**config.mk**
```make
export PLATFORM = sky130hd
export DESIGN_NAME = fbde_ctrl
export DESIGN_NICKNAME = d
export VERILOG_FILES = /design/src/hdl/fbde_pkg.sv /design/src/hdl/fbde_ctrl.sv
export SDC_FILE = /design/constraint.sdc
export NUM_CORES = 1
export LEC_CHECK = 0
export BUFFER_PORTS_ARGS = -buffer_cell sky130_fd_sc_hd__buf_4
export CELL_PAD_IN_SITES_DETAIL_PLACEMENT = 0
export CELL_PAD_IN_SITES_GLOBAL_PLACEMENT = 1
export CORE_ASPECT_RATIO = 0.9
export CORE_MARGIN = 1
export CORE_UTILIZATION = 42
export CTS_CLUSTER_SIZE = 30
export DETAILED_ROUTE_END_ITERATION = 10
export PLACE_DENSITY = 0.81
export SLEW_MARGIN = 25
export SYNTH_ARGS = -nofsm -noshare
export SYNTH_HDL_FRONTEND = slang
export SYNTH_SLANG_ARGS = --single-unit
```
**constraint.sdc**
```tcl
create_clock -name clk -period 2.69 [get_ports clk]
set_input_delay 0.1345 -clock clk [delete_from_list [all_inputs] [get_ports clk]]
set_output_delay 0.1345 -clock clk [all_outputs]
set_load 0.02 [all_outputs]
```
**src/hdl/fbde_pkg.sv**
```systemverilog
// fbde_pkg: shared constants, opcodes, request layout and the command and status
// structs that run between the draw engine controller and its datapath.
// No dependencies; every other file of the draw engine imports this package.
package fbde_pkg;

    // default screen geometry
    localparam int DEF_SCREEN_WIDTH  = 240;
    localparam int DEF_SCREEN_HEIGHT = 160;

    // request and result field widths
    localparam int OP_W    = 3;
    localparam int FIELD_W = 8;
    localparam int COLOR_W = 16;

    // signed pixel coordinate: spans -1 up to twice the largest field value
    localparam int COORD_W = 12;
    // line decision variable
    localparam int D_W     = 20;

    typedef enum logic [OP_W-1:0] {
        OP_SET    = 3'd0,
        OP_FILL   = 3'd1,
        OP_HOLLOW = 3'd2,
        OP_LINE   = 3'd3,
        OP_READ   = 3'd4
    } op_t;

    // which pixel walk the datapath loads
    typedef enum logic [2:0] {
        SEL_PIXEL  = 3'd0,
        SEL_FILL   = 3'd1,
        SEL_TOP    = 3'd2,
        SEL_BOTTOM = 3'd3,
        SEL_LEFT   = 3'd4,
        SEL_RIGHT  = 3'd5,
        SEL_LINE   = 3'd6
    } span_sel_t;

    // how the walk advances from one pixel to the next
    typedef enum logic [1:0] {
        MODE_H    = 2'd0,
        MODE_V    = 2'd1,
        MODE_FILL = 2'd2,
        MODE_LINE = 2'd3
    } walk_mode_t;

    typedef struct packed {
        logic [OP_W-1:0]    op;
        logic [FIELD_W-1:0] row;
        logic [FIELD_W-1:0] col;
        logic [FIELD_W-1:0] width;
        logic [FIELD_W-1:0] height;
        logic [FIELD_W-1:0] end_col;
        logic [FIELD_W-1:0] end_row;
        logic [COLOR_W-1:0] color;
    } fbde_req_item_t;

    typedef struct packed {
        logic      load;      // capture the accepted request
        logic      start;     // load a new walk
        span_sel_t sel;       // walk to load
        logic      step;      // write the current pixel and advance
        logic      rd_addr;   // latch the read address
        logic      rsp_load;  // load the result register
    } fbde_cmd_t;

    typedef struct packed {
        op_t  op;
        logic w_zero;
        logic h_zero;
        logic last;           // current pixel is the last one of the walk
    } fbde_status_t;

endpackage

```
**src/hdl/fbde_ctrl.sv**
```systemverilog
// fbde_ctrl: command sequencer of the draw engine; walks each request through
// its pixel spans and owns the result valid register.
// Depends on fbde_pkg for the command and status structs.
module fbde_ctrl import fbde_pkg::*; (
    input  logic         clk,
    input  logic         rst_n,
    input  logic         in_valid,
    output logic         in_ready,
    output logic         out_valid,
    input  logic         out_ready,
    input  fbde_status_t status,
    output fbde_cmd_t    cmd
);

    typedef enum logic [9:0] {
        ST_IDLE     = 10'b00_0000_0001,
        ST_DISPATCH = 10'b00_0000_0010,
        ST_RUN      = 10'b00_0000_0100,
        ST_H_TOP    = 10'b00_0000_1000,
        ST_H_BOT    = 10'b00_0001_0000,
        ST_H_LEFT   = 10'b00_0010_0000,
        ST_H_RIGHT  = 10'b00_0100_0000,
        ST_RD_ADDR  = 10'b00_1000_0000,
        ST_RD_MEM   = 10'b01_0000_0000,
        ST_FINISH   = 10'b10_0000_0000
    } state_t;

    state_t state_reg;
    state_t state_next;
    logic   out_valid_reg;
    logic   out_valid_next;
    logic   slot_free;

    // result slot is free when empty or being drained this cycle
    assign slot_free = !out_valid_reg || out_ready;

    // next state and datapath commands
    always_comb
    begin
        state_next = state_reg;
        cmd        = '0;
        case (state_reg)
            ST_IDLE:
            begin
                if (in_valid)
                begin
                    cmd.load   = 1'b1;
                    state_next = ST_DISPATCH;
                end
            end
            ST_DISPATCH:
            begin
                case (status.op)
                    OP_SET:
                    begin
                        cmd.start  = 1'b1;
                        cmd.sel    = SEL_PIXEL;
                        state_next = ST_RUN;
                    end
                    OP_FILL:
                    begin
                        if (status.w_zero || status.h_zero)
                        begin
                            state_next = ST_FINISH;
                        end
                        else
                        begin
                            cmd.start  = 1'b1;
                            cmd.sel    = SEL_FILL;
                            state_next = ST_RUN;
                        end
                    end
                    OP_HOLLOW:
                    begin
                        if (!status.w_zero)
                        begin
                            cmd.start  = 1'b1;
                            cmd.sel    = SEL_TOP;
                            state_next = ST_H_TOP;
                        end
                        else if (!status.h_zero)
                        begin
                            cmd.start  = 1'b1;
                            cmd.sel    = SEL_LEFT;
                            state_next = ST_H_LEFT;
                        end
                        else
                        begin
                            state_next = ST_FINISH;
                        end
                    end
                    OP_LINE:
                    begin
                        cmd.start  = 1'b1;
                        cmd.sel    = SEL_LINE;
                        state_next = ST_RUN;
                    end
                    OP_READ:
                    begin
                        cmd.start  = 1'b1;
                        cmd.sel    = SEL_PIXEL;
                        state_next = ST_RD_ADDR;
                    end
                    default:
                    begin
                        state_next = ST_FINISH;
                    end
                endcase
            end
            ST_RUN:
            begin
                cmd.step = 1'b1;
                if (status.last)
                begin
                    state_next = ST_FINISH;
                end
            end
            // outline: top, bottom, left, right; next span loads with the last pixel
            ST_H_TOP:
            begin
                cmd.step = 1'b1;
                if (status.last)
                begin
                    cmd.start  = 1'b1;
                    cmd.sel    = SEL_BOTTOM;
                    state_next = ST_H_BOT;
                end
            end
            ST_H_BOT:
            begin
                cmd.step = 1'b1;
                if (status.last)
                begin
                    if (status.h_zero)
                    begin
                        state_next = ST_FINISH;
                    end
                    else
                    begin
                        cmd.start  = 1'b1;
                        cmd.sel    = SEL_LEFT;
                        state_next = ST_H_LEFT;
                    end
                end
            end
            ST_H_LEFT:
            begin
                cmd.step = 1'b1;
                if (status.last)
                begin
                    cmd.start  = 1'b1;
                    cmd.sel    = SEL_RIGHT;
                    state_next = ST_H_RIGHT;
                end
            end
            ST_H_RIGHT:
            begin
                cmd.step = 1'b1;
                if (status.last)
                begin
                    state_next = ST_FINISH;
                end
            end
            ST_RD_ADDR:
            begin
                cmd.rd_addr = 1'b1;
                state_next  = ST_RD_MEM;
            end
            ST_RD_MEM:
            begin
                state_next = ST_FINISH;
            end
            ST_FINISH:
            begin
                if (slot_free)
                begin
                    cmd.rsp_load = 1'b1;
                    state_next   = ST_IDLE;
                end
            end
            default:
            begin
                state_next = ST_IDLE;
            end
        endcase
    end

    // result valid register
    always_comb
    begin
        out_valid_next = out_valid_reg;
        if (cmd.rsp_load)
        begin
            out_valid_next = 1'b1;
        end
        else if (out_ready)
        begin
            out_valid_next = 1'b0;
        end
    end

    always_ff @(posedge clk or negedge rst_n)
    begin
        if (!rst_n)
        begin
            state_reg     <= ST_IDLE;
            out_valid_reg <= 1'b0;
        end
        else
        begin
            state_reg     <= state_next;
            out_valid_reg <= out_valid_next;
        end
    end

    assign in_ready  = (state_reg == ST_IDLE);
    assign out_valid = out_valid_reg;

endmodule

```
==> results.py <==
metrics = {
    "outcome": {
        "outcome": "complete, no violations",
    },
    "yosys": {
        "synth-seq-area-share_pct": 31.17,
        "synth_area_per_cell_um2": 9.145,
        "ys_seq_elements": 11,
        "ys_types": 46,
        "yosys-top-cells-area": "dfrtp_1 28%, nor4_2 5.6%, and4b_1 4.5%",
        "syn-num-nets": 107,
        "synthCells": 97,
        "synth_edf_count": 0,
        "syn-cell-area_um2": 887.1,
        "synth_top_cell_by_area": "dfrtp_1",
        "synth_top_area_share_pct": 28.21,
        "synthArstFlopShare_pct": 100.0,
        "synthFlopType": "dfrtp_1",
        "yosys_warnings": 0,
    },
    "clock_tree": {
        "ctsLongestPathBuffers": 2,
        "cts_root_buf": "clkbuf_4",
        "clkTransAtPathRegs_ns": 0.07,
        "htreeDepth": 1,
        "clock_latency_ns": 0.26,
        "numCtsBuffers": 3,
        "clkSinkCount": 11,
        "tritoncts": "built",
    },
    "detailed_routing": {
        "dr_total_vias": 839,
        "drc": 0,
        "finalWirelength_um": 2263,
        "drt-wirelength-per-cell_um": 16.05,
        "viasPerCell": 5.950,
        "first_pass_iters": 4,
        "drt_first_iter_violations": 30,
        "antenna_left": 0,
    },
    "grt": {
        "overflow": 0,
        "grt_max_degree": 12,
        "track_usage_pct": 22.09,
        "grt_pass1_vias": 772,
        "grt_pass1_wl_um": 3705,
        "antenna_found_initial": 0,
    },
    "placed_design": {
        "place_congestion": 0.9093,
        "numPlacedInstances": 136,
        "io_buffer_count": 19,
        "dp_hpwl_um": 1766,
    },
    "floorplan": {
        "io_pins": 20,
        "rows": 15,
        "die_area_um2": 2300,
        "core_area_um2": 1952,
        "initial_utilization_pct": 45.45,
        "die_x_um": 50.45,
        "die_h_um": 45.60,
    },
    "sta": {
        "rsz0062_at_grt": "false",
        "tightest_slew_ns": 0.4471,
        "setup_tns_ns": 0,
        "fmax_mhz": 442.3,
        "period_needed_ns": 2.261,
        "finalClockSkew_ns": 0.001112,
        "finalHoldViolCount": 0,
        "fin_crit_sh_pct": 84.05,
        "max_slew_margin_pct": 69.94,
        "final-max-slew-violation-count": 0,
        "setup_viol": 0,
        "holdWs_ns": 0.05453,
    },
    "final_layout": {
        "area_growth_pct": 20.87,
        "instances_no_fill": 141,
        "drive_above_1_share_pct": 25.86,
        "diodes": 0,
        "nNetsFinal": 127,
        "largest_reg_flops": 10,
    },
    "setup_path": {
        "arrival_ns": 2.13,
        "worstSetupPathType": "reg2out",
        "crit_required_ns": 2.56,
        "path_cells": "nor4_2, nand4b_1, nor2_2, nand2_1, o21ai_0, buf_4",
        "slowest_stage": "dfrtp_1",
        "critPathMaxStageDelay_ns": 0.49,
        "crit_fanout": 7,
        "worst_setup_path_end_kind": "primary output",
        "start_kind": "register",
    },
    "power_and_ir_drop": {
        "power.leakage_nw": 0.4919,
        "p_per_area_nw_per_um2": 634.6,
        "ir_drop_mv": 0.5329,
    },
    "job": {
        "timing.max_cap.violations": 0,
    },
    "hold_path": {
        "hold_path_class": "in2reg",
    },
}
cells in the mapped netlist (all sizes together) (2+ instances only):
| library cell | count |
|---|---|
| dfrtp | 10 |
| nor4 | 8 |
| nand2 | 6 |
| nand2b | 6 |
| nor2 | 6 |
| inv | 5 |
| and4b | 4 |
| nand3 | 4 |
| o21ai | 4 |
| buf | 3 |
| nor3 | 3 |
| a32o | 2 |
| and2 | 2 |
| clkbuf | 2 |
| nand4 | 2 |
| nand4b | 2 |
| nor4b | 2 |
| nor4bb | 2 |
| o211ai | 2 |
through the flow:
step                util (%)  area (um^2)  setup slack (ns)  total power (W)
floorplan                  -        887.1            0.7612        0.0004601
global placement       53.08         1036            0.6940        0.0005681
detailed placement     53.08         1036            0.6701        0.0005721
CTS                    54.94         1072            0.4400        0.0006847
global route           54.94         1072            0.2703        0.0007225
finish                 54.94         1072            0.4290        0.0006805
cell usage in the layout, fill, tap and decap left out, types with 2 or more instances in the layout:
cell type | netlist | final
nor4_2 | 4 | 4
nor4b_1 | 2 | 2
nand3_1 | 4 | 4
nor4_1 | 3 | 3
nand2_1 | 6 | 6
and4b_1 | 4 | 4
buf_4 | 1 | 19
nor4bb_1 | 2 | 2
a32o_1 | 2 | 2
clkbuf_4 | 0 | 3
o211ai_1 | 2 | 2
nand4b_1 | 2 | 2
nand2b_1 | 6 | 6
inv_1 | 5 | 5
o21ai_0 | 3 | 3
nor3_1 | 3 | 3
dfrtp_1 | 10 | 10
nor2_1 | 5 | 5
and2_1 | 2 | 2
nand4_1 | 2 | 2
per-layer routing:
layer  track usage [%]  wire length (um)
met1             32.23              1084
met2             33.07              1045
met3             1.333               103
met4             11.67                29
met5                 0                 0
worst paths after layout:
path                       cells past startpoint    startpoint           end  slack (ns)
hold reg to reg                                2     out_valid     out_valid        0.57
max in group asynchronous                      2         rst_n  state_reg[0]        2.23
setup / recovery                               6  state_reg[9]        cmd[5]        0.43
min in group asynchronous                      2         rst_n     out_valid        0.23
hold / removal                                 2      in_valid  state_reg[0]        0.05
setup reg to reg                               5  state_reg[9]  state_reg[6]        0.64
power breakdown:
| group | leakage [nW] | switching (W) | total [W] | internal, W |
|---|---|---|---|---|
| sequential | 0.149 | 0.0000528 | 0.000246 | 0.000193 |
| clock | 0.0150 | 0.0000517 | 0.000109 | 0.0000573 |
| combinational | 0.328 | 0.000179 | 0.000325 | 0.000146 |
| total | 0.492 | 0.000284 | 0.000680 | 0.000397 |
cell families after synthesis:
family                 synth area share (%)
AO/OA/AOI/OAI                         19.18
XOR/XNOR                             0.9875
buffers and inverters                 4.937
flip-flops                            31.17
multiplexers                          2.398
AND/OR/NAND/NOR                       41.33
critical path: cells and delay by family (launching register included):
kind,cells,cell delay (ns)
AOI/OAI and AO/OA,1,0.14
DFF,1,0.49
buffers and inverters,1,0.16
and+or+nand+nor,4,1.07
timing repair:
action                    in CTS  in global routing
hold buffers                   1                  0
gates resized for setup        0                  0
setup buffers                  0                  0
hold endpoints to repair      11                  0
final cells by class:
| cell class | instances | area [um^2] |
|---|---|---|
| fill | 199 | 879.6 |
| multi-input combinational | 76 | 566.8 |
| sequential | 11 | 276.5 |
| timing repair buffer | 20 | 152.6 |
| tap | 25 | 31.28 |
| clock buffer | 4 | 26.28 |
| inverter | 5 | 18.77 |
Note: power is estimated with default switching activity, not from simulation.
